==> config.mk <==
export PLATFORM = sky130hd
export DESIGN_NAME = iad_lowest
export DESIGN_NICKNAME = d
export VERILOG_FILES = /design/src/rtl/iad_lowest.sv
export SDC_FILE = /design/constraint.sdc
export NUM_CORES = 1
export LEC_CHECK = 0
export BUFFER_PORTS_ARGS = -buffer_cell sky130_fd_sc_hd__buf_2
export CAP_MARGIN = 10
export CORE_AREA = 3 3 40 42
export DETAILED_ROUTE_END_ITERATION = 8
export DIE_AREA = 0 0 43 45
export SLEW_MARGIN = 20
export SYNTH_ARGS = -nofsm -noshare
export SYNTH_HDL_FRONTEND = slang
export SYNTH_SLANG_ARGS = --single-unit
==> constraint.sdc <==
create_clock -name vclk -period 1.2
set_clock_uncertainty 0.1 [all_clocks]
set_input_delay 0.06 -clock vclk [all_inputs]
set_output_delay 0.06 -clock vclk [all_outputs]
set_load 0.01 [all_outputs]
==> src/rtl/iad_lowest.sv <==
// iad_lowest: finds the lowest set bit of a small vector.
// Depends on nothing.
module iad_lowest #(
  parameter int N  = 16,
  parameter int IW = (N > 1) ? $clog2(N) : 1
) (
  input  logic [N-1:0]  bits,
  output logic          any,
  output logic [IW-1:0] idx
);

  always_comb begin
    any = |bits;
    idx = '0;
    for (int i = N - 1; i >= 0; i--) begin
      if (bits[i]) begin
        idx = IW'(i);
      end
    end
  end

endmodule

* Yosys cells after proc, flatten, opt, wreduce, memory -nomap -nowiden
Cells that the tools add are included.
Storage, ports and cells: output and inout bits 5, register bits after elaboration 0, word-level logic and storage cells 17
Operators by class: reductions and logical operators 1, mux-type cells 16
Operator list (count):
- 2-to-1 mux 4 bit | 16
- OR reduction 16 bit | 1

* Logic depth before layout (Yosys ltp)
Gate-level depths: netlist (run 1).
depth in word-level cells 16, depth in mapped cells 4

* Worst setup path after synthesis (run 1)
No wires, ideal clock.
path kind input port to output port, start point in bits[4], end point out any, setup slack 248 ps, data required time 1040 ps, stages 3, data arrival time 792 ps, path buffers 0, cells stage by stage nor4_2 -> nand3_1 -> or3_1
Between the ends: cells in the longest elaborated chain, start to end 1
Ends and longest elaborated chain:
- start: declaration | line 7 | input logic [N-1:0] bits,
- OR reduction 16 bit | line 13 | any = |bits;
- end: declaration | line 8 | output logic any,
Every way passes these cells.

* Worst setup path in the final report (run 1)
start point in bits[7], end point out any
The elaborated chain is that of the path after synthesis.

==> run_results.csv, run 1 <==
group,metric,value,unit
sta,fin_crit,1.17,ns
placement,gp_congestion,0.745,
synthesis,syn_area,176,µm²
synthesis,synthCells,34,
routing,drc,0,
final_layout,fin_util,27.2,%
final_layout,clock_buffers,0,
cts,ctsHoldBuffers,0,
critical_path,worst_path_max_delay_cell,"or3_1",
final_layout,area_growth,97.9,%
critical_path,cp-start-kind,"primary input",
routing,via_per_inst,4.27,
critical_path,path_cells,"buf_2 > nor4_4 > nand3_2 > or3_1 > buf_2",
job,maxCapViolations,0,
pwr,p_comb_share,100.0,%
pwr,intPower,0.0000464,W
pwr,seq_power_share,0,%
routing,firstDrtPassIters,2,
sta,worst_slew_pin_slew,0.248,ns
sta,rsz0062_at_grt,"yes",
die,die_height,45,µm
critical_path,crit_arrival,1.01,ns
grt,globalRouteOverflowTotal,0,
placement,hpwl,638,µm
pwr,powerDensity,277,nW/µm²
final_layout,finalNetCount,76,
sta,timing.slew.headroom,83.3,%
die,core,1280,µm²
synthesis,synth.area.top_cells,"nor2_1, nand2_1, a21oi_1",
synthesis,synthDistinctLibCells,17,
die,rows,13,
synthesis,yosysWarnings,0,
grt,antenna_found_initial,0,
hold_path,min_path_type,"in2out",
sta,tns,0,ns
sta,hold_viol,0,
final_layout,layout_common_cells,"buf_2, nor2_1, nand2_1",
pwr,p_sw,0.0000503,W
final_layout,final_layout_size_suffix_gt1_share,48.3,%
routing,wl_per_cell,9.60,µm
sta,final_max_slew_viol_count,0,
critical_path,path_max_fanout,2,
pwr,pwr-share-clk,0,%
sta,period_share,97.4,%
grt,grt_max_degree,5,
cts,cts_setup_buffers,0,
routing,ant_nets,0,
grt,grt_pass1_wl,1.19,mm
die,dieArea,1940,µm²
pwr,total_power,0.0000967,W
routing,drtIter0Drc,2,
critical_path,crit_path_end_kind,"primary output",
synthesis,synth_top_area_share,14.9,%
synthesis,synth_nets,50,
die,io_pins,21,
critical_path,crit_path_max_incr_delay,0.31,ns
synthesis,synth_top_cell_by_area,"nor2_1",
pwr,switching_share,52.0,%
pwr,p_leak,0.171,nW
routing,wl,701,µm
sta,setup_viol,0,
routing,num_vias,312,
synthesis,ys_seq_area_share,0,%
placement,io_buffers,21,
grt,grt_pass1_vias,319,
critical_path,criticalPathCategory,"in2out",
final_layout,nFillCells,149,
final_layout,design.seq.count,0,
critical_path,worst_path_most_repeated_cell,"buf_2",
die,die_w,43,µm
grt,grtUsageTotal,7.46,%
outcome,status,"finished clean",
sta,timing.fmax,856,MHz
synthesis,syn_avg_cell_area,5.19,µm²
final_layout,layout_commonest_cell,"buf_2",
pwr,peakVddDrop,0.0831,mV
die,initial_utilization,13.7,%
critical_path,required,1.04,ns
final_layout,regArea,0,µm²
final_layout,antenna_cells,0,
-- Yosys cell counts (all sizes together), types with 2 or more instances --
library cell  count
nor2              8
nor4              2
a21oi             3
inv               3
nand2             5
o21ai             2
nand3             2
a31oi             2
-- repair_timing --
item,4_1_cts,5_1_grt
pin swaps,0,1
cloned,0,0
endpoints found under the setup margin,1,2
resized for setup,1,4
-- power by group through the flow --
stage	clock (W)	combinational (W)	sequential, W
6_report	0	0.0000967	0
5_1_grt	0	0.000108	0
4_1_cts	0	0.0000927	0
3_5_place_dp	0	0.0000888	0
3_3_place_gp	0	0.0000871	0
2_1_floorplan	0	0.0000318	0
-- layer usage --
metal / vias up / wire length, µm / global-route usage (%)
li1: 173 / - / -
met1: 126 / 354 / 9.05
met2: 13 / 307 / 15.3
met3: 0 / 39 / 0.398
met4: 0 / 0 / 0
met5: - / 0 / 0
-- kinds of logic (layout without fill, tap and decap cells) --
family / after synthesis / after routing / synth area share (%)
compound gates: 10 / 10 / 34.8
buf+inv: 3 / 27 / 6.38
simple gates: 21 / 21 / 58.9
-- worst max-delay path: cells and delay by family --
family	cells	cell delay, ns
AND/OR/NAND/NOR	3	0.68
buffers and inverters	2	0.26
-- layout make-up --
class                      count  area (µm²)  area share, %
timing repair buffer          24         134           38.4
tap                           15        18.8           5.38
inverter                       3        11.3           3.23
multi-input combinational     31         185           53.0
-- path summary, 6_finish.rpt --
kind	startpoint	endpoint	slack, ns	cells past startpoint
worst min-delay path	bits[0]	idx[0]	0.32	3
worst max-delay path	bits[7]	any	0.03	5
-- metrics by stage --
stage / setup WS (ns) / hold slack (ns) / instances / instance area (µm²)
global route: -0.0426 / 0.342 / 73 / 349
CTS: 0.00802 / 0.322 / 73 / 332
global placement: 0.00240 / 0.311 / 73 / 323
finish: 0.0316 / 0.322 / 73 / 349
floorplan: 0.248 / 0.0999 / 34 / 176
detailed placement: -0.00636 / 0.319 / 73 / 323
No activity file was read; power rests on OpenSTA's default activity.
==> run 2, diff against run 1 <==
--- a/config.mk
+++ b/config.mk
@@ -6,4 +6,5 @@
 export NUM_CORES = 1
 export LEC_CHECK = 0
+export ABC_CLOCK_PERIOD_IN_PS = 1200
 export BUFFER_PORTS_ARGS = -buffer_cell sky130_fd_sc_hd__buf_2
 export CAP_MARGIN = 10
==> constraint.sdc (replaced) <==
create_clock -name vclk -period 1.2
set_clock_uncertainty 0.1 [all_clocks]
set_input_delay 0.06 -clock vclk [all_inputs]
set_output_delay 0.06 -clock vclk [all_outputs]
set_load 0.1 [all_outputs]
==> run 2 against run 1 <==
Against the previous run:
- the flow now finishes with violations (negative setup slack)
- worst setup slack got worse by 0.11 ns
- via count rose by 13%
- worst hold slack improved by 0.14 ns
- combinational power rose by 110%
- clock-buffer cell count did not move
- critical path type unchanged
- largest power group unchanged
- highest routed layer unchanged
==> run_results.csv, run 2 (synthesized netlist as in run 1, its figures left out) <==
group,metric,value,unit
sta,timing.fmax,781,MHz
critical_path,required,1.04,ns
placement,pre_cts_slack,-0.297,ns
grt,grt_max_degree,5,
grt,globalRouteOverflowTotal,0,
final_layout,antenna_cells,0,
routing,drtIter0Drc,3,
sta,final_max_slew_viol_count,0,
critical_path,crit_path_end_kind,"primary output",
pwr,powerDensity,353,nW/µm²
routing,firstDrtPassIters,2,
final_layout,clock_buffers,0,
routing,via_per_inst,4.35,
placement,io_buffers,21,
die,dieArea,1940,µm²
grt,antenna_found_initial,0,
sta,fin_crit,1.28,ns
sta,worst_slew_pin_slew,0.264,ns
sta,timing.slew.headroom,82.4,%
critical_path,cp-start-kind,"primary input",
final_layout,final_layout_size_suffix_gt1_share,65.2,%
final_layout,layout_commonest_cell,"buf_2",
critical_path,criticalPathCategory,"in2out",
sta,hold_viol,0,
placement,gp_congestion,0.736,
sta,setup_viol,2,
critical_path,crit_buf_inv,2,
critical_path,crit_arrival,1.12,ns
placement,hpwl,712,µm
sta,setup_ws,-0.0810,ns
hold_path,min_path_type,"in2out",
critical_path,path_max_fanout,2,
routing,wl_per_cell,10.1,µm
grt,grtUsageTotal,8.13,%
job,maxCapViolations,0,
final_layout,finalNetCount,84,
sta,period_share,107,%
grt,grt_pass1_wl,1.28,mm
pwr,p_leak,0.250,nW
die,rows,13,
critical_path,crit_path_max_incr_delay,0.36,ns
die,die_height,45,µm
die,core,1280,µm²
sta,rsz0062_at_grt,"yes",
final_layout,design.seq.count,0,
outcome,violations,"negative setup slack",
routing,drc,0,
pwr,peakVddDrop,0.167,mV
final_layout,regArea,0,µm²
routing,ant_nets,0,
die,die_w,43,µm
final_layout,layout_common_cells,"buf_2, buf_4, nor2_1",
routing,num_vias,352,
sta,tns,-0.141,ns
critical_path,path_cells,"buf_8 > nor4_4 > nand3_1 > or3_4 > buf_12",
outcome,status,"finished with violations",
critical_path,critPathTopFamily,"simple AND/OR/NAND/NOR gates",
die,io_pins,21,
die,initial_utilization,13.7,%
critical_path,worst_path_max_delay_cell,"or3_4",
final_layout,area_growth,226,%
grt,grt_pass1_vias,325,
routing,wl,815,µm
[run 2: timing repair]
action | in CTS | in global routing
hold buffers | 0 | 0
setup endpoints to repair | 3 | 4
setup buffers | 1 | 0
pin swaps | 4 | 3
resized for setup | 8 | 5
[run 2: path summary, 6_finish.rpt]
| path | to | slack [ns] | start | cells after the start |
|---|---|---|---|---|
| worst max-delay path | any | -0.08 | bits[5] | 5 |
| worst min-delay path | idx[1] | 0.47 | bits[1] | 5 |
[run 2: layout make-up]
| cell class | count | area, µm² |
|---|---|---|
| Fill cell | 125 | 709 |
| Inverter | 3 | 11.3 |
| Multi-Input combinational cell | 31 | 267 |
| Tap cell | 15 | 18.8 |
| Timing Repair Buffer | 32 | 279 |
[run 2: power breakdown]
| group | internal (W) | switching (W) | total, W |
|---|---|---|---|
| combinational | 0.0000903 | 0.000113 | 0.000203 |
| sequential | 0 | 0 | 0 |
| clock | 0 | 0 | 0 |
| total | 0.0000903 | 0.000113 | 0.000203 |
[run 2: tightest hold or removal path, stage by stage]
cell and delay, ns:
buf_2 0.09, nor2_1 0.06, nand2_1 0.09, a31oi_4 0.05
buf_12 0.16
[run 2: stage by stage]
stage	cell area [µm²]	instances	hold WS, ns	total power [W]	util, %
2_1_floorplan	233	34	0.214	0.0000863	-
3_3_place_gp	492	80	0.449	0.000181	38.3
3_5_place_dp	492	80	0.449	0.000183	38.3
4_1_cts	547	81	0.449	0.000194	42.6
5_1_grt	576	81	0.499	0.000216	44.8
6_report	576	81	0.465	0.000203	44.8
[run 2: per-layer routing]
layer	vias to the layer above	part of all wire, %	GRT usage (%)
met4	0	0	0
li1	189	-	-
met1	154	35	9.76
met2	9	60	17.1
met3	0	4.2	0
met5	-	0	0
==> run 3, diff against run 2 <==
ABC_CLOCK_PERIOD_IN_PS = 1400   (was 1200)
RECOVER_POWER = 50   (was default)
clock period = 1.4 ns   (was 1.2 ns; I/O delays follow)
==> run 3 against run 2 <==
Against the previous run:
- critical endpoint unchanged
- total power decreased by 35%
- critical path depth unchanged
- sequential share of layout area did not move
- non-clock buffer count fell by 4
- cell area decreased by 24%
- worst hold slack worse by 0.0067 ns
- the run now ends clean
- wire length down 19%
- worst setup slack improved by 0.17 ns
==> run_results.csv, run 3 (synthesized netlist as in run 1, its figures left out) <==
group,metric,value,unit
sta,hold_viol,0,
critical_path,crit_path_max_incr_delay,0.34,ns
sta,rsz0062_at_grt,"no",
routing,drtIter0Drc,3,
final_layout,design.seq.count,0,
placement,io_buffers,21,
routing,num_vias,339,
placement,hpwl,631,µm
critical_path,criticalPathCategory,"in2out",
sta,fin_crit,1.31,ns
routing,ant_nets,0,
sta,final_max_slew_viol_count,0,
final_layout,clock_buffers,0,
pwr,peakVddDrop,0.125,mV
critical_path,cp-start-kind,"primary input",
final_layout,nFillCells,148,
critical_path,path_cells,"buf_2 > nor4_2 > nand3_1 > or3_1 > buf_6",
grt,globalRouteOverflowTotal,0,
pwr,total_power,0.000133,W
die,io_pins,21,
placement,dp.cells,76,
final_layout,final_layout_size_suffix_gt1_share,53.2,%
hold_path,min_path_type,"in2out",
routing,wl,664,µm
grt,grt_pass1_vias,283,
routing,drc,0,
grt,grtUsageTotal,6.72,%
routing,via_per_inst,4.40,
sta,timing.slew.headroom,79.9,%
critical_path,worst_path_max_delay_cell,"or3_1",
grt,grt_max_degree,5,
pwr,powerDensity,303,nW/µm²
final_layout,fin_area,438,µm²
final_layout,antenna_cells,0,
grt,antenna_found_initial,0,
sta,setup_viol,0,
routing,firstDrtPassIters,2,
routing,wl_per_cell,8.62,µm
critical_path,crit_path_end_kind,"primary output",
die,dieArea,1940,µm²
final_layout,regArea,0,µm²
final_layout,finalNetCount,80,
pwr,p_leak,0.200,nW
critical_path,crit_arrival,1.14,ns
die,rows,13,
final_layout,layoutNonFillerInstCount,77,
outcome,status,"finished clean",
job,maxCapViolations,0,
cts,ctsHoldBuffers,0,
placement,gp_congestion,0.663,
die,initial_utilization,13.7,%
placement,placed_cell_area,449,µm²
critical_path,path_max_fanout,2,
die,die_height,45,µm
final_layout,layout_common_cells,"buf_2, buf_4, nor2_1",
critical_path,required,1.23,ns
grt,grt_pass1_wl,1.08,mm
final_layout,area_growth,148,%
die,die_w,43,µm
sta,period_share,93.4,%
sta,worst_slew_pin_slew,0.303,ns
final_layout,layout_commonest_cell,"buf_2",
sta,timing.fmax,764,MHz
die,core,1280,µm²
## run 3: cell types whose count changed in the layout (fill, tap and decap cells not counted), moves of 2 or more
cell    delta
buf_12     -3
buf_2      +2
buf_4      -3
nor4_4     -2
## run 3: timing repair
item | in CTS | in global routing
endpoints found under the setup margin | 1 | 1
gates cloned | 0 | 0
pin swaps | 0 | 1
gates resized for setup | 2 | 0
buffers inserted | 0 | 1
## run 3: critical path: cells and delay by family
kind | cells | cell delay, ns
buffers and inverters | 2 | 0.31
AND/OR/NAND/NOR | 3 | 0.76
## run 3: metal layers
layer | track usage [%] | wire length, µm | vias up
met5 | 0 | 0 | -
met4 | 0 | 0 | 0
met3 | 0 | 35 | 0
met2 | 11.7 | 327 | 10
met1 | 10.0 | 300 | 147
li1 | - | - | 182
## run 3: worst paths after layout
kind / start / to / slack [ns] / cells after the start
min: bits[0] / idx[0] / 0.46 / 3
max: bits[4] / any / 0.09 / 5
## run 3: power by group
part           switching, W  internal, W
Combinational     0.0000821    0.0000506
Clock                     0            0
Sequential                0            0
## run 3: final cells by class
class	count	area, µm²	share of cell area [%]
well taps	15	18.8	4.29
inverters	3	11.3	2.57
repair buffers	28	199	45.4
multi-input cells	31	209	47.7
## run 3: through the flow
stage / hold slack, ns / setup TNS, ns / worst slack (ns) / util [%]
2_1_floorplan: 0.234 / -0.0819 / -0.0819 / -
4_1_cts: 0.405 / 0 / 0.0183 / 35.4
3_3_place_gp: 0.401 / -0.0572 / -0.0572 / 35.0
3_5_place_dp: 0.404 / -0.0606 / -0.0606 / 35.0
6_report: 0.458 / 0 / 0.0918 / 34.1
5_1_grt: 0.476 / 0 / 0.0468 / 34.1
