===== config.mk =====
export PLATFORM = sky130hd
export DESIGN_NAME = iad_cell
export DESIGN_NICKNAME = d
export VERILOG_FILES = /design/src/rtl/iad_pkg.sv /design/src/rtl/iad_cell.sv
export SDC_FILE = /design/constraint.sdc
export NUM_CORES = 1
export LEC_CHECK = 0
export ABC_AREA = 1
export ABC_CLOCK_PERIOD_IN_PS = 2350
export BUFFER_PORTS_ARGS = -buffer_cell sky130_fd_sc_hd__buf_2
export CAP_MARGIN = 10
export CORE_MARGIN = 4
export CORE_UTILIZATION = 37
export DETAILED_ROUTE_END_ITERATION = 16
export GPL_TIMING_DRIVEN = 0
export PLACE_DENSITY_LB_ADDON = 0.3
export SYNTH_ARGS = -nofsm -noshare
export SYNTH_HDL_FRONTEND = slang
export SYNTH_SLANG_ARGS = --single-unit

===== constraint.sdc =====
create_clock -name clk -period 2.35 [get_ports clk]
set_input_delay 0.47 -clock clk [delete_from_list [all_inputs] [get_ports clk]]
set_output_delay 0.47 -clock clk [all_outputs]
set_load 0.02 [all_outputs]

===== src/rtl/iad_pkg.sv =====
// iad_pkg: request/response payload types, cell command type and opcode/status codes
// for the indexed array insert/delete/search core. No dependencies.
package iad_pkg;

  localparam int VAL_W  = 32;
  localparam int OP_W   = 2;
  localparam int POS_W  = 7;
  localparam int STAT_W = 2;
  localparam int FILL_W = 8;

  // match reduction: lowest hit inside a group of cells, then lowest group
  localparam int GROUP_SIZE = 16;
  localparam int GROUP_W    = 4;

  localparam logic [OP_W-1:0] OP_INSERT = 2'd0;
  localparam logic [OP_W-1:0] OP_DELETE = 2'd1;
  localparam logic [OP_W-1:0] OP_SEARCH = 2'd2;

  localparam logic [STAT_W-1:0] ST_OK    = 2'd0;
  localparam logic [STAT_W-1:0] ST_RANGE = 2'd1;
  localparam logic [STAT_W-1:0] ST_FULL  = 2'd2;

  typedef struct packed {
    logic [OP_W-1:0]         opcode;
    logic signed [VAL_W-1:0] value;
    logic [POS_W-1:0]        position;
  } req_t;

  typedef struct packed {
    logic [STAT_W-1:0] status;
    logic              found;
    logic [POS_W-1:0]  found_position;
    logic [FILL_W-1:0] fill_count;
  } rsp_t;

  // broadcast to every cell of the row
  typedef struct packed {
    logic             ins;
    logic             del;
    logic             cmp;
    logic [POS_W-1:0] pos;
    logic [VAL_W-1:0] value;
  } cell_cmd_t;

endpackage


===== src/rtl/iad_cell.sv =====
// iad_cell: one array slot; shifts with its neighbors and flags a search hit.
// Depends on iad_pkg.
module iad_cell #(
  parameter int IDX = 0,
  parameter int CW  = 8
) (
  input  logic                     clk,
  input  iad_pkg::cell_cmd_t       cmd,
  input  logic [CW-1:0]            count,
  input  logic [iad_pkg::VAL_W-1:0] left,
  input  logic [iad_pkg::VAL_W-1:0] right,
  output logic [iad_pkg::VAL_W-1:0] entry,
  output logic                     match
);

  localparam int IW = (CW > iad_pkg::POS_W) ? CW : iad_pkg::POS_W;

  logic [IW-1:0] idx_x;
  logic [IW-1:0] pos_x;
  logic [IW-1:0] cnt_x;

  assign idx_x = IW'(IDX);
  assign pos_x = IW'(cmd.pos);
  assign cnt_x = IW'(count);

  always_ff @(posedge clk) begin
    if (cmd.ins) begin
      if (idx_x > pos_x) begin
        entry <= left;
      end else if (idx_x == pos_x) begin
        entry <= cmd.value;
      end
    end
    if (cmd.del && (idx_x >= pos_x)) begin
      entry <= right;
    end
    if (cmd.cmp) begin
      match <= (entry == cmd.value) && (idx_x < cnt_x);
    end
  end

endmodule


# After elaboration in Yosys (flattened, before gate mapping)

Index checks and enable logic that the tools add are counted.

Output and inout bits: 33
Latch bits: 0
RAM bits: 0
Logic and storage cells: 16
Memory bits (read-only): 0
Memories: 0
Input port bits: 115
Register bits after elaboration: 33

Add/sub/neg operators: 0
Reduce and logical (&&, ||, !) cells: 6
Mux-type cells: 4
Multiply operators: 0
Magnitude comparators: 3
Equal/unequal tests: 1
Shift operators: 0
Bitwise logic cells: 0
Div/mod/pow operators: 0

Operators by type and width:

| kind                                                             | count |
|---|---|
| 2-to-1 mux 32 bit                                                | 4 |
| == test 32 bit                                                   | 1 |
| zero test 8 bit                                                  | 1 |
| less-than comparator 1 x 8 -> 1 bit, first input constant        | 1 |
| greater-or-equal comparator 1 x 7 -> 1 bit, first input constant | 1 |
| greater-than comparator 1 x 7 -> 1 bit, first input constant     | 1 |
| nonzero test 3 bit                                               | 1 |
| logical AND 1 bit                                                | 2 |
| AND reduction 2 bit                                              | 1 |
| nonzero test 2 bit                                               | 1 |

# Logic depth before layout (Yosys ltp)

Gate-level depths: netlist of the first run.

Word-level depth: 5
Mapped depth: 8
Depth with buffers taken out: 8

# Worst setup path before layout of the first run

Ideal clock, no wire load.

Path type: input port to flip-flop
Start: input port cmd[33] (netlist name)
End: register entry[0] (netlist name), enable pin
Path slack: 0.043 ns
Stages: 5
Path buffers: 1
Library setup time: 0.391 ns
Data arrival time: 1.916 ns
Cells stage by stage: nor2_1 nand2_1 nor4_4 buf_2 o21a_1

Word-level cells in the longest chain between the ends: 4
Elaborated cells between the ends (all ways): 7
Classes of those cells: order compare: 2; reduce/logical: 5

Ends and longest elaborated chain:

| what                                                                             | line           | text |
|---|---|---|
| start: declaration                                                               | iad_cell.sv:8  | `input iad_pkg::cell_cmd_t cmd,` |
| greater-or-equal comparator 1 x 7 -> 1 bit                                       | iad_cell.sv:34 | `if (cmd.del && (idx_x >= pos_x)) begin` |
| logical AND 1 bit                                                                | iad_cell.sv:34 |  |
| nonzero test 3 bit (no source line) / nonzero test 2 bit (equally long branches) | -              |  |
| AND reduction 2 bit (no source line) (*)                                         | -              |  |
| end signal: assignment                                                           | iad_cell.sv:29 | `entry <= left;` |
| end signal: assignment                                                           | iad_cell.sv:31 | `entry <= cmd.value;` |
| end signal: assignment                                                           | iad_cell.sv:35 | `entry <= right;` |
| end: declaration                                                                 | iad_cell.sv:12 | `output logic [iad_pkg::VAL_W-1:0] entry,` |

Every way passes the cells marked *; elsewhere a longest branch is shown, timed or not.
A chain may end at the register's enable or synchronous reset.

# Worst setup path after layout of the first run

Start: input port cmd[32] (netlist name)
End: register entry[12] (netlist name), enable pin

Same word-level chain as after synthesis.

==> impl_metrics.py, run 1 <==
metrics = {
    "clock_network": {
        "post_cts_resized": 0,
        "htree_levels": 2,
        "clk_pin_slew_ns": 0.07,
        "cts_root_buf": "clkbuf_8",
        "cts_setup_buffers": 0,
        "clock_path_buffers": 2,
        "cts_buffers": 5,
        "clkSinkCount": 33,
        "clock_latency_ns": 0.29,
        "holdBufCountCts": 0,
        "cts_tree": "done",
    },
    "worst_setup_path": {
        "slowest_delay_ns": 0.47,
        "cp.required_ns": 2.28,
        "path_max_fanout": 32,
        "cp_common_cell": "buf_2",
        "worstSetupPathType": "in2reg",
        "critPathSlowestCell": "o21a_4",
        "path_cells": "buf_2 -> nor2_1 -> nand2_1 -> nor4_4 -> buf_2 -> o21a_4",
        "cp-end-kind": "flop",
        "cp-start-kind": "input port",
        "arrival_ns": 1.86,
    },
    "synthesis": {
        "synth_top_family_by_area": "simple AND/OR/NAND/NOR gates",
        "synth_fa_ha_area_share_pct": 0,
        "syn_inst": 289,
        "ys_ff_latch": 33,
        "yosysUniqueCellTypes": 13,
        "synth_area_um2": 2088,
        "synth_xor_area_share_pct": 4.194,
        "syn-num-nets": 404,
        "avgSynthCellArea_um2": 7.226,
        "yosysWarnings": 0,
        "synthMuxAreaShare_pct": 0,
        "yosysSeqAreaShare_pct": 47.45,
        "synth_compound_area_share_pct": 1.558,
        "synthSimpleGateAreaFrac_pct": 37.99,
    },
    "sta": {
        "finalClockSkew_ns": 0.004537,
        "whs_ns": 0.3776,
        "layout_min_cycle_time_ns": 1.931,
        "maxSlewHeadroom_pct": 63.52,
        "grt_setup_unrepaired": "no",
        "slew_viol_final": 0,
        "setup_viol": 0,
        "max_freq_mhz": 517.8,
        "worstMarginPinSlew_ns": 0.5471,
        "hold_violations": 0,
        "fin_crit_sh_pct": 82.18,
    },
    "layout": {
        "final_common_cell": "nand2_1",
        "regArea_um2": 991.0,
        "layout_common_cells": "nand2_1 (130), buf_2 (120), inv_1 (37), nand3_1 (35), edfxtp_1 (33)",
        "multiInputGateArea_um2": 920.9,
        "final_layout_size_suffix_gt1_share_pct": 31.87,
        "areaGrowthSynthToFinish_pct": 37.09,
        "antenna_cells": 0,
        "nNetsFinal": 525,
        "fillers": 599,
        "post-route-util_pct": 51.99,
    },
    "placed_design": {
        "globalplace.congestion": 0.8414,
        "place_hpwl_um": 4745,
        "portBuffers": 114,
    },
    "pwr": {
        "powerDensity_nw_per_um2": 474.8,
        "ir_worst_vdd_mv": 0.3031,
        "leakage_nw": 1.548,
    },
    "drt": {
        "drt_iter0_drc": 70,
        "wl_per_cell_um": 12.66,
        "drc_errors": 0,
        "drtPass1Iterations": 4,
        "vias_per_cell": 4.472,
        "totalWireLength_um": 6114,
        "vias": 2160,
        "antenna_left": 0,
    },
    "run_status": {
        "status": "finished clean",
    },
    "global_routing": {
        "antenna_found_initial": 0,
        "grt_pass1_vias": 2121,
        "grt_overflow": 0,
        "grt_usage_pct": 17.99,
        "grt_max_degree": 33,
        "grt_first_pass_wirelength_um": 9929,
    },
    "hold_path": {
        "hold_path.class": "in2reg",
    },
    "die": {
        "coreArea_um2": 5507,
        "num_rows": 27,
        "die_x_um": 83.13,
        "die-area_um2": 6910,
        "io_pins": 148,
        "dieHeight_um": 83.13,
        "start_util_pct": 37.92,
    },
    "flow_run": {
        "max-cap-violations": 0,
    },
}
path summary, 6_finish.rpt:
kind,start,end,slack (ns),cells after the start
worst max-delay path,cmd[32],entry[12],0.42,6
worst min-delay path,cmd[39],match,0.38,1
worst max register to register,entry[9],match,1.00,6
worst min register to register,entry[30],match,0.84,5
per-stage QoR:
stage / setup TNS [ns] / cells / instance area [µm²] / power, mW / worst slack, ns
final: 0 / 483 / 2863 / 1.359 / 0.4188
after global routing: 0 / 483 / 2863 / 1.426 / 0.2371
after CTS: 0 / 483 / 2856 / 1.369 / 0.1245
after detailed placement: -5.666 / 475 / 2750 / 0.8414 / -0.1781
after global placement: -21.46 / 475 / 2749 / 0.8375 / -0.6718
after floorplan: 0 / 289 / 2088 / 0.7417 / 0.04305
state kept, by name, indices dropped and copies added (netlist names):
| name | cells |
|---|---|
| entry | 32 |
| match | 1 |
critical path, delay by kind of cell:
kind	cells	cell delay (ns)
AO/OA/AOI/OAI	1	0.47
buffers and inverters	2	0.41
AND/OR/NAND/NOR	3	0.49
power breakdown:
| part | switching [mW] | internal [mW] |
|---|---|---|
| sequential | 0.00192 | 0.651 |
| clock | 0.218 | 0.313 |
| combinational | 0.0911 | 0.0842 |
| total | 0.311 | 1.05 |
synth_stat cells (all sizes together):
cell	instances	area (µm²)
inv	37	138.9
o21a	1	7.510
nand3	35	175.2
o21ai	5	25.02
xnor2	9	78.83
edfxtp	33	991.0
nor2	24	90.09
or2	3	18.77
nor4	1	21.27
xor2	1	8.760
clkbuf	4	15.01
nand2	130	488.0
buf	6	30.03
routing by layer:
metal  routed length (µm)  share of wire (%)  vias to the layer above  GRT usage [%]
li1                     -                  -                     1141              -
met4                  115                1.9                        0          6.835
met3                  470                7.7                       11          5.556
met1                 2635                 43                      925          22.36
met5                    0                  0                        -              0
met2                 2892                 47                       83          29.23
layout make-up:
| class | instances | share of cell area, % |
|---|---|---|
| Tap cell | 72 | 3.147 |
| Clock buffer | 6 | 2.535 |
| Clock inverter | 2 | 1.180 |
| Inverter | 37 | 4.851 |
| Buffer | 10 | 1.573 |
| Multi-Input combinational cell | 209 | 32.17 |
| Sequential cell | 33 | 34.62 |
| Timing Repair Buffer | 114 | 19.93 |
cells by family after synthesis:
logic type | Yosys count
buffers and inverters | 47
and+or+nand+nor | 193
AOI/OAI and AO/OA | 6
xor gates and xnor gates | 10
DFF | 33
Note: power is estimated with default switching activity, not from simulation.
==> run 2, diff against run 1 <==
ABC_CLOCK_PERIOD_IN_PS = 1910   (was 2350)
CORE_UTILIZATION = 41   (was 37)
clock period = 1.91 ns   (was 2.35 ns; I/O delays follow)
==> impl_metrics.py, run 2 (same netlist as run 1, synthesis figures left out) <==
metrics = {
    "run_status": {
        "status": "finished clean",
    },
    "clock_network": {
        "clkSinkCount": 33,
        "holdBufCountCts": 0,
        "clock_latency_ns": 0.29,
        "htree_levels": 2,
        "cts_root_buf": "clkbuf_8",
        "clock_path_buffers": 2,
        "cts_buffers": 5,
        "cts_tree": "done",
        "clk_pin_slew_ns": 0.07,
        "cts_setup_buffers": 0,
    },
    "placed_design": {
        "portBuffers": 114,
        "place_hpwl_um": 4732,
        "globalplace.congestion": 0.7772,
        "place_area_um2": 2744,
    },
    "layout": {
        "fillers": 511,
        "nNetsFinal": 526,
        "final_common_cell": "nand2_1",
        "areaGrowthSynthToFinish_pct": 36.31,
        "reg.largest.list": "entry: 32 flops, match: 1 flops",
        "post-route-util_pct": 59.09,
        "layout_common_cells": "nand2_1 (130), buf_2 (120), inv_1 (37), nand3_1 (35), edfxtp_1 (33)",
        "design_area_um2": 2846,
        "largest_register_ff_count": 32,
        "final_layout_size_suffix_gt1_share_pct": 32.04,
        "top_register": "entry",
        "antenna_cells": 0,
    },
    "global_routing": {
        "grt_overflow": 0,
        "grt_first_pass_wirelength_um": 9818,
        "grt_max_degree": 33,
        "antenna_found_initial": 0,
        "grt_pass1_vias": 2206,
        "grt_usage_pct": 20.19,
    },
    "drt": {
        "vias": 2191,
        "wl_per_cell_um": 12.81,
        "drt_iter0_drc": 97,
        "drtPass1Iterations": 4,
        "vias_per_cell": 4.574,
        "totalWireLength_um": 6134,
        "drc_errors": 0,
        "antenna_left": 0,
    },
    "sta": {
        "maxSlewHeadroom_pct": 64.72,
        "worstMarginPinSlew_ns": 0.5292,
        "layout_min_cycle_time_ns": 1.736,
        "fin_crit_sh_pct": 90.89,
        "hold_violations": 0,
        "whs_ns": 0.2912,
        "finalClockSkew_ns": 0.004717,
        "setup_viol": 0,
        "slew_viol_final": 0,
        "max_freq_mhz": 576.1,
        "grt_setup_unrepaired": "no",
    },
    "worst_setup_path": {
        "path_max_fanout": 16,
        "critPathSlowestCell": "nor4_4",
        "path_cells": "buf_2 -> nor2_1 -> nand2_1 -> nor4_4 -> buf_2 -> o21a_4",
        "cp.required_ns": 1.89,
        "worstSetupPathType": "in2reg",
        "cp-end-kind": "flop",
        "cp_common_cell": "buf_2",
        "cp-startpoint": "cmd[33]",
        "arrival_ns": 1.71,
        "slowest_delay_ns": 0.37,
        "cp-start-kind": "input port",
        "timing.rr.start": "entry[19]",
    },
    "pwr": {
        "ir_worst_vdd_mv": 0.3479,
        "leakage_nw": 1.542,
        "powerDensity_nw_per_um2": 540.9,
        "power_mw": 1.540,
    },
    "die": {
        "start_util_pct": 43.35,
        "die_x_um": 79.37,
        "dieHeight_um": 79.37,
        "die-area_um2": 6299,
        "io_pins": 148,
        "num_rows": 25,
        "coreArea_um2": 4817,
    },
    "hold_path": {
        "min_from": "cmd[39]",
        "hold_path.class": "in2reg",
    },
    "flow_run": {
        "max-cap-violations": 0,
    },
}
[run 2: where the power goes]
part	leakage (nW)	switching (mW)	internal, mW	total (mW)
clock network	0.0430	0.274	0.246	0.520
logic	1.20	0.113	0.104	0.217
registers	0.298	0.00240	0.801	0.803
total	1.54	0.390	1.15	1.54
[run 2: final timing paths]
path / to / slack (ns) / cells past startpoint
min reg2reg: match / 0.82 / 5
min: match / 0.29 / 1
max: entry[20] / 0.17 / 6
max reg2reg: match / 0.67 / 6
[run 2: layer usage]
metal  global-route usage (%)  vias up  share of wire [%]
met5                        0        -                  0
met4                    7.732        0                2.1
met3                    5.102       13                7.6
met2                    35.02       77                 47
met1                    23.93      955                 43
li1                         -     1146                  -
[run 2: per-stage QoR]
stage | cells | setup TNS [ns] | worst slack, ns
2_1_floorplan | 289 | 0 | 0.003325
3_3_place_gp | 470 | -15.97 | -0.5008
3_5_place_dp | 470 | -17.24 | -0.5402
4_1_cts | 478 | 0 | 0.01891
5_1_grt | 479 | 0 | 0.06760
6_report | 479 | 0 | 0.1741
[run 2: repair_timing]
item,CTS,global route
endpoints found under the setup margin,32,32
resized for setup,1,1
gates cloned,0,1
endpoints found under the hold margin,0,0
[run 2: layout make-up]
cell class                 count  area, µm²  area share (%)
sequential                    33      991.0           34.81
clock buffer                   5      68.82           2.418
timing repair buffer         114      570.5           20.04
inverter                      37      138.9           4.879
multi-input combinational    210      935.9           32.88
tap                           67      83.83           2.945
clock inverter                 3      12.51          0.4396
buffer                        10      45.04           1.582
[run 2: worst max-delay path: cells and delay by family]
kind / cells / cell delay (ns)
buf+inv: 2 / 0.44
compound gates: 1 / 0.32
simple gates: 3 / 0.55
==> run 3, diff against run 2 <==
CELL_PAD_IN_SITES_DETAIL_PLACEMENT = 0   (was unset)
CELL_PAD_IN_SITES_GLOBAL_PLACEMENT = 2   (was unset)
CORE_UTILIZATION = 20   (was 41)
HOLD_SLACK_MARGIN = 0.02   (was unset)
==> impl_metrics.py, run 3 (same netlist as run 1, synthesis figures left out) <==
metrics = {
    "layout": {
        "fillers": 1173,
        "layout_common_cells": "nand2_1 (130), buf_2 (120), inv_1 (37), nand3_1 (35), edfxtp_1 (33)",
        "final_layout_size_suffix_gt1_share_pct": 32.28,
        "reg.largest.list": "entry: 32 flops, match: 1 flops",
        "final_cells": 548,
        "largest_register_ff_count": 32,
        "design_area_um2": 2934,
        "final_common_cell": "nand2_1",
        "top_register": "entry",
        "nNetsFinal": 526,
        "antenna_cells": 0,
        "areaGrowthSynthToFinish_pct": 40.50,
    },
    "drt": {
        "antenna_left": 0,
        "wl_met1_um": 3691,
        "totalWireLength_um": 7612,
        "vias": 2109,
        "drc_errors": 0,
        "drt_iter0_drc": 82,
        "drtPass1Iterations": 4,
        "wl_per_cell_um": 13.89,
        "dr.max_layer_used": "met4",
        "vias_per_cell": 3.849,
        "met3_length_um": 683,
        "wl_met2_um": 3177,
    },
    "clock_network": {
        "clkSinkCount": 33,
        "cts_tree": "done",
        "htree_levels": 2,
        "clock_latency_ns": 0.29,
        "cts_root_buf": "clkbuf_8",
        "clk_pin_slew_ns": 0.07,
        "cts_buffers": 5,
        "clock_path_buffers": 2,
        "holdBufCountCts": 0,
    },
    "placed_design": {
        "place_area_um2": 2830,
        "portBuffers": 114,
        "preCtsSetupSlack_ns": -0.6131,
        "globalplace.congestion": 0.7012,
        "place_hpwl_um": 5656,
        "placedCellCount": 539,
    },
    "sta": {
        "max_freq_mhz": 588.9,
        "worstMarginPinSlew_ns": 0.6584,
        "grt_setup_unrepaired": "no",
        "layout_min_cycle_time_ns": 1.698,
        "worst_slack_ns": 0.2119,
        "maxSlewHeadroom_pct": 56.11,
        "fin_crit_sh_pct": 88.91,
        "setup_viol": 0,
        "hold_violations": 0,
        "finalClockSkew_ns": 0.005048,
        "tns_ns": 0,
        "slew_viol_final": 0,
    },
    "pwr": {
        "power_mw": 1.566,
        "powerDensity_nw_per_um2": 533.8,
        "intPower_mw": 1.157,
        "leakage_nw": 1.544,
        "ir_worst_vdd_mv": 0.2008,
        "seqPwrFrac_pct": 51.3,
        "net-switching-power_uw": 408.7,
        "clkPwrFrac_pct": 34.5,
        "swShare_pct": 26.10,
        "pwr-share-comb_pct": 14.2,
    },
    "global_routing": {
        "grt_usage_pct": 12.84,
        "grt_pass1_vias": 2050,
        "grt_max_degree": 17,
        "grt_first_pass_wirelength_um": 11360,
        "grt_overflow": 0,
        "antenna_found_initial": 0,
    },
    "die": {
        "die-area_um2": 12140,
        "num_rows": 37,
        "dieHeight_um": 110.2,
        "coreArea_um2": 10230,
        "start_util_pct": 20.41,
        "io_pins": 148,
        "die_x_um": 110.2,
    },
    "worst_setup_path": {
        "arrival_ns": 1.67,
        "worstSetupPathType": "in2reg",
        "cp.required_ns": 1.88,
        "cp-end-kind": "flop",
        "path_max_fanout": 16,
        "cp-start-kind": "input port",
    },
    "run_status": {
        "status": "finished clean",
    },
    "hold_path": {
        "hold_path.class": "in2reg",
    },
    "flow_run": {
        "max-cap-violations": 0,
    },
}
## run 3: cell count changes in the layout (fill, tap and decap cells not counted), sizes merged
cell,delta
clkbuf,+1
clkinv,-1
## run 3: repair_timing
action	in CTS	in global routing
endpoints found under the setup margin	32	0
gates resized for setup	2	0
endpoints found under the hold margin	0	0
buffers inserted	0	0
## run 3: cell type report
| type | count | area, µm² | share of cell area [%] |
|---|---|---|---|
| buffer | 10 | 45.04 | 1.535 |
| clock buffer | 6 | 72.57 | 2.473 |
| clock inverter | 2 | 10.01 | 0.3412 |
| inverter | 37 | 138.9 | 4.733 |
| multi-input combinational | 210 | 935.9 | 31.90 |
| sequential | 33 | 991.0 | 33.77 |
| tap | 136 | 170.2 | 5.800 |
| timing repair buffer | 114 | 570.5 | 19.45 |
## run 3: power by group through the flow
stage	Sequential (mW)	Combinational (mW)	Clock, mW
global placement	0.819	0.221	0
detailed placement	0.820	0.224	0
global route	0.803	0.256	0.601
finish	0.803	0.223	0.540
CTS	0.803	0.228	0.567
floorplan	0.825	0.0879	0
## run 3: per-stage QoR
stage	hold slack, ns	utilization [%]
2_1_floorplan	0.4945	-
3_3_place_gp	0.5832	27.66
3_5_place_dp	0.5832	27.66
4_1_cts	0.2732	28.68
5_1_grt	0.2687	28.68
6_report	0.2887	28.68
## run 3: critical path, stage by stage
cell and delay (ns):
buf_2 0.10, nor2_1 0.09, nand2_1 0.09, nor4_4 0.29
buf_2 0.36, o21a_4 0.35
## run 3: final timing paths
check | start | end | slack [ns] | cells after the start
hold / removal | cmd[39] | match | 0.29 | 1
setup reg to reg | entry[19] | match | 0.63 | 6
setup / recovery | cmd[32] | entry[9] | 0.21 | 6
hold reg to reg | entry[27] | match | 0.84 | 5
## run 3: metal layers
layer	track usage (%)	vias to the layer above
li1	-	1143
met1	17.67	885
met2	19.41	75
met3	4.601	6
met4	2.639	0
met5	0	-
